<file path="config.mk">
export PLATFORM = sky130hd
export DESIGN_NAME = asm_expression_normalizer_top
export DESIGN_NICKNAME = d
export VERILOG_FILES = /design/src/rtl/core/asm_norm_pkg.sv /design/src/rtl/core/asm_norm_decode.sv /design/src/rtl/core/asm_expression_normalizer_top.sv
export VERILOG_INCLUDE_DIRS = /design/src /design/src/rtl/core
export SDC_FILE = /design/constraint.sdc
export NUM_CORES = 1
export LEC_CHECK = 0
export ABC_AREA = 1
export ABC_CLOCK_PERIOD_IN_PS = 4400
export BUFFER_PORTS_ARGS = -buffer_cell sky130_fd_sc_hd__buf_2
export CAP_MARGIN = 15
export CORE_MARGIN = 3
export CORE_UTILIZATION = 40
export DETAILED_ROUTE_END_ITERATION = 16
export GPL_TIMING_DRIVEN = 0
export PLACE_DENSITY = 0.55
export SETUP_SLACK_MARGIN = 0.3
export SLEW_MARGIN = 20
export SYNTH_ARGS = -nofsm -noshare
export SYNTH_HDL_FRONTEND = slang
export SYNTH_SLANG_ARGS = --single-unit
</file>
<file path="constraint.sdc">
create_clock -name clk -period 4.4 [get_ports clk]
set_input_delay 0.44 -clock clk [delete_from_list [all_inputs] [get_ports clk]]
set_output_delay 0.44 -clock clk [all_outputs]
set_load 0.01 [all_outputs]
</file>
<file path="src/rtl/core/asm_expression_normalizer_top_defines.svh">
// Assertion macros shared by the expression normaliser RTL.
`ifndef ASM_EXPRESSION_NORMALIZER_TOP_DEFINES_SVH
`define ASM_EXPRESSION_NORMALIZER_TOP_DEFINES_SVH

// Checked on every rising edge of clk, and switched off while arst_n is low.
`define ANM_ASSERT(label, prop, msg) \
	label: assert property (@(posedge clk) disable iff (!arst_n) prop) else $error(msg);

// Checked on every rising edge of clk, including the edges during reset.
`define ANM_ASSERT_ALWAYS(label, prop, msg) \
	label: assert property (@(posedge clk) prop) else $error(msg);

`endif

</file>
<file path="src/rtl/core/asm_norm_pkg.sv">
`default_nettype none

package asm_norm_pkg;

	// One input request: a byte of expression text.
	typedef struct packed {
		logic [7:0] in_char;
		logic       in_last;
	} in_t;

	// One result request: a byte of the normalised text.
	typedef struct packed {
		logic [7:0] out_char;
		logic       out_run_last;
		logic       out_expr_end;
	} out_t;

	// Scan mode, one-hot.
	typedef enum logic [4:0] {
		MODE_NORMAL = 5'b00001,
		MODE_HELD0  = 5'b00010,
		MODE_IDENT  = 5'b00100,
		MODE_HEX    = 5'b01000,
		MODE_BIN    = 5'b10000
	} mode_t;

	// Everything that one input request decodes to.
	typedef struct packed {
		mode_t      mode;
		logic [1:0] count;
		out_t       item0;
		out_t       item1;
	} dec_t;

	localparam logic [7:0] CH_DOLLAR  = 8'h24;
	localparam logic [7:0] CH_PERCENT = 8'h25;
	localparam logic [7:0] CH_ZERO    = 8'h30;
	localparam logic [7:0] CH_ONE     = 8'h31;
	localparam logic [7:0] CH_LOWER_X = 8'h78;
	localparam logic [7:0] CH_LOWER_B = 8'h62;
	localparam logic [7:0] CH_UNDER   = 8'h5F;
	localparam logic [7:0] CH_DOT     = 8'h2E;
	localparam logic [7:0] CASE_BIT   = 8'h20;

	function automatic logic is_alpha(input logic [7:0] c);
		return (c inside {[8'h41:8'h5A], [8'h61:8'h7A]});
	endfunction

	function automatic logic is_digit(input logic [7:0] c);
		return (c inside {[8'h30:8'h39]});
	endfunction

	function automatic logic is_hex(input logic [7:0] c);
		return (c inside {[8'h30:8'h39], [8'h41:8'h46], [8'h61:8'h66]});
	endfunction

	function automatic logic [7:0] to_upper(input logic [7:0] c);
		return (c inside {[8'h61:8'h7A]}) ? (c & ~CASE_BIT) : c;
	endfunction

endpackage

`default_nettype wire

</file>
<file path="src/rtl/core/asm_norm_decode.sv">
`default_nettype none

module asm_norm_decode (
	input  wire asm_norm_pkg::mode_t mode,
	input  wire asm_norm_pkg::in_t   item,
	output asm_norm_pkg::dec_t       dec
);
	import asm_norm_pkg::*;

	logic [7:0] c;
	logic       last;
	logic       cls_emit;
	logic [7:0] cls_char;
	mode_t      cls_mode;
	logic [1:0] n;
	logic [7:0] ch0;
	logic [7:0] ch1;
	mode_t      nmode;

	assign c    = item.in_char;
	assign last = item.in_last;

	// Classification of a byte as it would be seen in the normal mode.
	always_comb begin
		cls_emit = 1'b1;
		cls_char = c;
		cls_mode = MODE_NORMAL;
		if (is_alpha(c) || c == CH_UNDER || c == CH_DOT) begin
			cls_char = to_upper(c);
			cls_mode = MODE_IDENT;
		end else if (c == CH_DOLLAR) begin
			cls_mode = MODE_HEX;
		end else if (c == CH_PERCENT) begin
			cls_mode = MODE_BIN;
		end else if (c == CH_ZERO && !last) begin
			cls_emit = 1'b0;
			cls_mode = MODE_HELD0;
		end
	end

	always_comb begin
		n     = {1'b0, cls_emit};
		ch0   = cls_char;
		ch1   = cls_char;
		nmode = cls_mode;
		case (mode)
			MODE_HELD0: begin
				ch0 = CH_ZERO;
				if ((c | CASE_BIT) == CH_LOWER_X) begin
					n     = 2'd2;
					ch1   = CH_LOWER_X;
					nmode = MODE_HEX;
				end else if ((c | CASE_BIT) == CH_LOWER_B) begin
					n     = 2'd2;
					ch1   = CH_LOWER_B;
					nmode = MODE_BIN;
				end else begin
					n = cls_emit ? 2'd2 : 2'd1;
				end
			end
			MODE_IDENT: begin
				if (is_alpha(c) || is_digit(c) || c == CH_UNDER || c == CH_DOT) begin
					n     = 2'd1;
					ch0   = to_upper(c);
					nmode = MODE_IDENT;
				end
			end
			MODE_HEX: begin
				if (is_hex(c)) begin
					n     = 2'd1;
					ch0   = to_upper(c);
					nmode = MODE_HEX;
				end
			end
			MODE_BIN: begin
				if (c == CH_ZERO || c == CH_ONE) begin
					n     = 2'd1;
					ch0   = c;
					nmode = MODE_BIN;
				end
			end
			default: begin
			end
		endcase
		// Each expression starts afresh in the normal mode.
		if (last) begin
			nmode = MODE_NORMAL;
		end
	end

	always_comb begin
		dec.mode               = nmode;
		dec.count              = n;
		dec.item0.out_char     = ch0;
		dec.item0.out_run_last = (n == 2'd1);
		dec.item0.out_expr_end = (n == 2'd1) && last;
		dec.item1.out_char     = ch1;
		dec.item1.out_run_last = 1'b1;
		dec.item1.out_expr_end = last;
	end

endmodule

`default_nettype wire

</file>
<file path="src/rtl/core/asm_expression_normalizer_top.sv">
`default_nettype none

// Assembler expression normaliser. Expression text enters one byte per request on the text
// channel, with text_data.in_last set on the final byte, and the normalised bytes leave on the
// norm channel. Identifiers are uppercased, hex literals ('$' or '0x') keep a lower-case 'x'
// and have their digits uppercased, binary literals ('%' or '0b') keep a lower-case 'b', and
// every other byte passes through unchanged. A '0' seen outside a literal is held back for one
// byte of lookahead, so an input byte may give no result, one, or two (the held '0' and the
// byte itself); the last byte of an expression always gives at least one result. An accepted
// byte waits in an input register, where the decode logic classifies it against the current
// scan mode, and its results land in a two-entry output buffer that feeds the norm channel.
// The block takes one byte per cycle while each byte gives one result and norm_stall stays
// low; a byte that gives two results holds the input off until the output buffer has handed
// over its first result, and a held '0' gives no result for its byte. The rate is set by the
// output buffer, which hands over one result per cycle while norm_stall is low.

`include "asm_expression_normalizer_top_defines.svh"

module asm_expression_normalizer_top (
	input  wire                logic clk,
	input  wire                logic arst_n,
	input  wire                logic text_valid,
	output                     logic text_stall,
	input  wire asm_norm_pkg::in_t   text_data,
	output                     logic norm_valid,
	input  wire                logic norm_stall,
	output asm_norm_pkg::out_t       norm_data
);
	import asm_norm_pkg::*;

	// Input register: the byte being decoded this cycle.
	logic       valid_s1;
	in_t        item_s1;

	// Scan mode left behind by the previous byte.
	mode_t      mode_q;

	// Output buffer: up to two results, slot0 is the one on offer.
	out_t       slot0_q;
	out_t       slot1_q;
	logic [1:0] cnt_q;

	dec_t       dec;
	logic       text_take;
	logic       norm_take;
	logic       consume;

	asm_norm_decode u_decode (
		.mode (mode_q),
		.item (item_s1),
		.dec  (dec)
	);

	// The buffered byte is decoded only when the output buffer will be empty at this edge,
	// so that both of its possible results fit.
	assign norm_take  = (cnt_q != 2'd0) && !norm_stall;
	assign consume    = valid_s1 && ((cnt_q == 2'd0) || ((cnt_q == 2'd1) && norm_take));
	assign text_stall = valid_s1 && !consume;
	assign text_take  = text_valid && !text_stall;

	assign norm_valid = (cnt_q != 2'd0);
	assign norm_data  = slot0_q;

	// Input register.
	always_ff @(posedge clk or negedge arst_n) begin
		if (!arst_n) begin
			valid_s1 <= 1'b0;
		end else if (consume || !valid_s1) begin
			valid_s1 <= text_valid;
		end
	end

	always_ff @(posedge clk) begin
		if (text_take) begin
			item_s1 <= text_data;
		end
	end

	// Scan mode advances once per decoded byte.
	always_ff @(posedge clk or negedge arst_n) begin
		if (!arst_n) begin
			mode_q <= MODE_NORMAL;
		end else if (consume) begin
			mode_q <= dec.mode;
		end
	end

	// Output buffer fill count.
	always_ff @(posedge clk or negedge arst_n) begin
		if (!arst_n) begin
			cnt_q <= 2'd0;
		end else if (consume) begin
			cnt_q <= dec.count;
		end else if (norm_take) begin
			cnt_q <= cnt_q - 2'd1;
		end
	end

	// Output buffer contents: a fresh decode overwrites both slots, a take moves slot1 up.
	always_ff @(posedge clk) begin
		if (consume) begin
			slot0_q <= dec.item0;
			slot1_q <= dec.item1;
		end else if (norm_take) begin
			slot0_q <= slot1_q;
		end
	end

	`ANM_ASSERT(a_cnt_range, cnt_q != 2'd3, "output buffer holds more than two results")
	`ANM_ASSERT(a_stall_needs_byte, text_stall |-> valid_s1,
		"input stalled with an empty input register")
	`ANM_ASSERT(a_last_resets_mode, (consume && item_s1.in_last) |=> (mode_q == MODE_NORMAL),
		"scan mode not back to normal after the last byte of an expression")
	`ANM_ASSERT(a_pair_order, (cnt_q == 2'd2) |-> (!slot0_q.out_run_last && slot1_q.out_run_last),
		"result pair does not end on its second entry")
	`ANM_ASSERT_ALWAYS(a_reset_empty, !arst_n |=> (cnt_q == 2'd0 || !$past(arst_n)),
		"output buffer not empty after reset")

endmodule

`default_nettype wire

</file>
* After elaboration in Yosys (flattened, before gate mapping)
Index checks and enable logic that the tools add are counted.
** Word-level totals
- Register bits after elaboration :: 36
- Input port bits :: 13
- Output and inout bits :: 12
- Word-level logic and storage cells :: 98
** Operators by class
- Add/sub/neg operators :: 1
- Order comparisons :: 8
- Eq/ne operators :: 14
- Muxes and demuxes :: 35
- Reduce and logical (&&, ||, !) cells :: 30
** Operator list (number)
- 2-to-1 mux 5 bit :: 9
- == test 8 x 6 -> 1 bit, second input constant :: 5
- less-or-equal comparator 8 x 7 -> 1 bit, second input constant :: 4
- one-hot mux 8 bit (4 select lines) :: 1
- 2-to-1 mux 6 bit :: 5
- 2-to-1 mux 8 bit :: 3
- 2-to-1 mux 10 bit :: 2
- one-hot mux 5 bit (4 select lines) :: 1
- greater-or-equal comparator 8 x 7 -> 1 bit, second input constant :: 2
- == test 7 x 6 -> 1 bit, second input constant :: 2
- logical AND 1 bit :: 12
- 2-to-1 mux 2 bit :: 6
- == test 8 x 7 -> 1 bit, second input constant :: 1
- greater-or-equal comparator 8 x 6 -> 1 bit, second input constant :: 1
- less-or-equal comparator 8 x 6 -> 1 bit, second input constant :: 1
- logical OR 1 bit :: 8
- one-hot mux 2 bit (4 select lines) :: 1
- 2-to-1 mux 1 bit :: 7
- nonzero test 2 bit :: 3
- == test 5 x 2 -> 1 bit, second input constant :: 1
- == test 5 x 3 -> 1 bit, second input constant :: 1
- == test 5 x 4 -> 1 bit, second input constant :: 1
- == test 5 bit, second input constant :: 1
- logical NOT 1 bit :: 5
- 4 further kinds :: 5

* Logic depth before layout (Yosys ltp)
- Depth in word-level cells :: 13
- Gate-level depth with buffers :: 13
- Depth with buffers taken out :: 12

* Modules after synthesis
A second synthesis with hierarchy kept.
** Second synthesis, totals
- Cell total of the unflattened synthesis :: 284
- Area, all modules :: 2253.4 µm²
** Modules (own cells, without submodules)
- asm_expression_normalizer_top :: instances 1, cells each 118, area each 1458.9 µm², seq. area each 1072.3 µm²
- asm_norm_decode :: instances 1, cells each 166, area each 794.5 µm², seq. area each 0.0 µm²

* Worst setup path after synthesis
No wires, ideal clock.
- Kind :: reg-to-reg
- Start :: register cnt_q[0]
- End :: register slot0_q, in the netlist norm_data[0] (enable)
- Library setup time :: 400 ps
- Arrival :: 1581 ps
- Data required time :: 4000 ps
- Path slack :: 2419 ps
- Cell stages (with the launch flop) :: 4
- Path buffers :: 0
- Clock period less this slack :: 1981 ps
- Cell sequence :: dfrtp_1 inv_1 ha_1 o21ai_0
** On the way
- Longest elaborated chain between the ends :: 6
- Elaborated cells between the ends (all ways) :: 8
- Those cells by class :: 1 x eq/ne; 7 x reduce/logical
** RTL lines
- from (decl) :: RTL line asm_expression_normalizer_top.sv:41 : logic [1:0] cnt_q;
- from (signal assigned) :: RTL line asm_expression_normalizer_top.sv:93 : cnt_q <= dec.count;
- from (signal assigned) :: RTL line asm_expression_normalizer_top.sv:95 : cnt_q <= cnt_q - 2'd1;
- nonzero test 2 bit :: RTL line asm_expression_normalizer_top.sv:56 : assign norm_take = (cnt_q != 2'd0) && !norm_stall;
- logical AND 1 bit :: RTL line asm_expression_normalizer_top.sv:56
- logical AND 1 bit :: RTL line asm_expression_normalizer_top.sv:57 : assign consume = valid_s1 && ((cnt_q == 2'd0) || ((cnt_q == 2'd1) && norm_take));
- logical OR 1 bit :: RTL line asm_expression_normalizer_top.sv:57
- logical AND 1 bit :: RTL line asm_expression_normalizer_top.sv:57
- nonzero test 2 bit (no line) (*)
- to (signal assigned) :: RTL line asm_expression_normalizer_top.sv:102 : slot0_q <= dec.item0;
- to (signal assigned) :: RTL line asm_expression_normalizer_top.sv:105 : slot0_q <= slot1_q;
- to (decl) :: RTL line asm_expression_normalizer_top.sv:39 : out_t slot0_q;
Every way passes the cells marked *; elsewhere a longest branch is shown, timed or not.
A chain may end at the register's enable or synchronous reset.

* Worst setup path after layout
- Start :: register cnt_q[0]
- End :: register slot0_q, in the netlist norm_data[9] (enable)
The elaborated chain is that of the path after synthesis.

==> metrics.txt <==
Die ar. roughly 0.006 mm^2; biggest area consumer among synthesized cells edfxtp_1; wire per inst 12.1 um; Psw 0.000542 W; switch share 37.6%; commonest non-fill, non-tap cell in the layout nand2_1; Worst Path Arrival 2030 ps; area growth from synthesis to layout 16.2%; status complete, no violations; Die W 77.3 um; Clock Skews 3.85 ps; Crit Path Class reg2reg; clock buffer count from CTS 5; initial antenna violation count 0; Post-synth top flop edfxtp_1; CTS tree yes; layout cells sized above 1 19.2%; GP Congestion 0.923; final core occ 49.1%; clock sinks 36; grt total ovfl 0; count of cell types in the netlist 32; Slew headroom a little under half; maximum clock path buffer count 2; CP max stage delay 400 ps; cell count after placement roughly 340; Root Buffer clkbuf_8; number of top-level pins 25; hpwl dp roughly 3200 um; synth top area cells edfxtp_1, nand2_1, dfrtp_1, nor2_1, inv_1; Tot GR Track Use 15.9%; drt drc 0; Power Internal 0.000899 W; DRT iter0 DRCs 75; Placement Cell Area 0.00225 mm^2; Row Count 25; PwrDens 610 mW/mm^2; fraction of the yosys area taken by sequential cells between 50 and 60%; Die Span Y 77.3 um; DRT Pass-1 Iters 4; max-cap violations 0; kind of end point of the critical path flop; #FFs+latches synth 36; # port buffers 24; Critical-path top delay cell dfrtp_1; leakage power 1.09 nW; Placeable Area roughly 0.0048 mm^2; Final nets 295; worst vdd ir around 0.00023 V; Seq pwr share a little over two fifths; Achievable Freq 491 MHz; Mapped Area ~0.0020 mm^2; HP Class in2reg; combinational power share a little under 40%; Post-Syn Instances 247; worst slew pin tran 804 ps; H-tree depth 2; initial core utilization 42.2%; Final Max Slew Viols 0; syn_nets 262; Via density around 4.8; vias in the first global route 1657; largest net degree at the start of global routing 19; share of the synthesized area in the top cell type 41.3%; Resize count post-CTS 0; Inserted Diodes 0; DRT antenna net count 0; non-filler cells, final around 350; total number of vias approximately 1700; Clock Latency Late Sink 280 ps; clock transition at the registers of the reported paths 70 ps; first-pass GRT wire length approximately 7500 um; Max Fanout on Critical Path 10; Mapped Avg Cell Area 8.24 um^2; launching element type of the critical path flop; final WL 4200 um; Final Instance Area 0.00236 mm^2; total negative slack 0 ps; Post-synth EDFFs 28; part of the power in the clock network 19.8%; Ys Warns 0; RSZ-0062 raised after global routing no; Hold Vio Cnt, Final 0; Async SR Flop Fraction 22.2%; most frequent cells in the layout nand2_1, edfxtp_1, nor2_1; final setup fails 0; Required @ worst endpoint 4390 ps; fin crit share 46.3%; Post-CTS Setup Inserts 0; worst-path cell chain inv_1, ha_1, a21oi_1, nor2_2, clkinv_1, o21ai_1, buf_4; min cycle time layout 2040 ps
## synth_stat cells (2+ instances only)
master and count:
edfxtp_1 28, clkbuf_1 8, a21oi_1 4, inv_1 24, a31oi_1 4, o21ai_0 9
o21ai_1 2, dfrtp_1 7, nor2_4 2, nand3_2 2, ha_1 2, nand4_1 8
inv_2 5, a21oi_2 2, nand2_1 75, nor2_1 27, o31ai_1 6, nand3_1 15
nor2_2 4
## logic make-up after synthesis
logic type / Yosys count / synth area share, %
flops: 36 / 51.2
buf+inv: 42 / 8.30
simple gates: 138 / 30.6
fa+ha+maj: 2 / 1.23
compound gates: 29 / 8.67
## power groups by stage
stage | clock network, W | registers (W) | logic [W]
finish | 0.000285 | 0.000602 | 0.000554
detailed placement | 0 | 0.000609 | 0.000558
CTS | 0.000294 | 0.000601 | 0.000562
floorplan | 0 | 0.000628 | 0.000369
global placement | 0 | 0.000608 | 0.000546
global route | 0.000306 | 0.000614 | 0.000643
## timing repair
item                                   4_1_cts  5_1_grt
setup endpoints to repair                    0        0
endpoints found under the hold margin        7        0
hold buffers                                 1        0
## through the flow
stage	hold WS (ps)	power [W]	worst slack (ps)
floorplan	144	0.000997	2420
global placement	295	0.00115	2040
detailed placement	297	0.00117	2370
CTS	313	0.00146	2350
global route	314	0.00156	2100
finish	324	0.00144	2360
## flip-flops by register name (all words and copies together), names as in the netlist
name and cells:
norm_data 10, item_s1 9, valid_s1 1, mode_q 5, slot1_q 9, cnt_q 2
## worst paths after layout
kind	cells past startpoint	endpoint	slack, ps	start
worst max-delay path	7	norm_data[9]$_DFFE_PP_	2360	cnt_q[0]$_DFFE_PN0P_
worst min-delay path	1	item_s1[3]$_DFFE_PP_	320	text_data[3]
worst max register to register	7	norm_data[9]$_DFFE_PP_	2360	cnt_q[0]$_DFFE_PN0P_
worst min register to register	2	norm_data[0]$_DFFE_PP_	520	slot1_q[0]$_DFFE_PP_
max in group asynchronous	2	mode_q[0]$_DFFE_PN1P_	3640	arst_n
min in group asynchronous	2	cnt_q[0]$_DFFE_PN0P_	520	arst_n
## routing by layer
layer | vias up | wire [um] | GRT usage (%)
met5 | - | 0 | 0
met4 | 0 | 72 | 5.16
met3 | 8 | 253 | 3.99
met2 | 51 | 1870 | 25.3
met1 | 750 | 2000 | 21.0
li1 | 877 | - | -
## critical path: cells and delay by family (launching register included)
family,cells,cell delay (ps)
AO/OA/AOI/OAI,2,410
adder cells (fa/ha/maj),1,190
AND/OR/NAND/NOR,1,140
buffers and inverters,3,600
flip-flops,1,400
## layout make-up
cell class              instances  area, um^2
fillers                       488        2450
repair buffers                 26         138
clock buffers                   6        72.6
clock inverters                 2        35.0
flip-flops and latches         36        1040
inverters                      30         113
multi-input cells             169         823
plain buffers                  12        56.3
well taps                      67        83.8
Power figures use the tool's default switching activity.
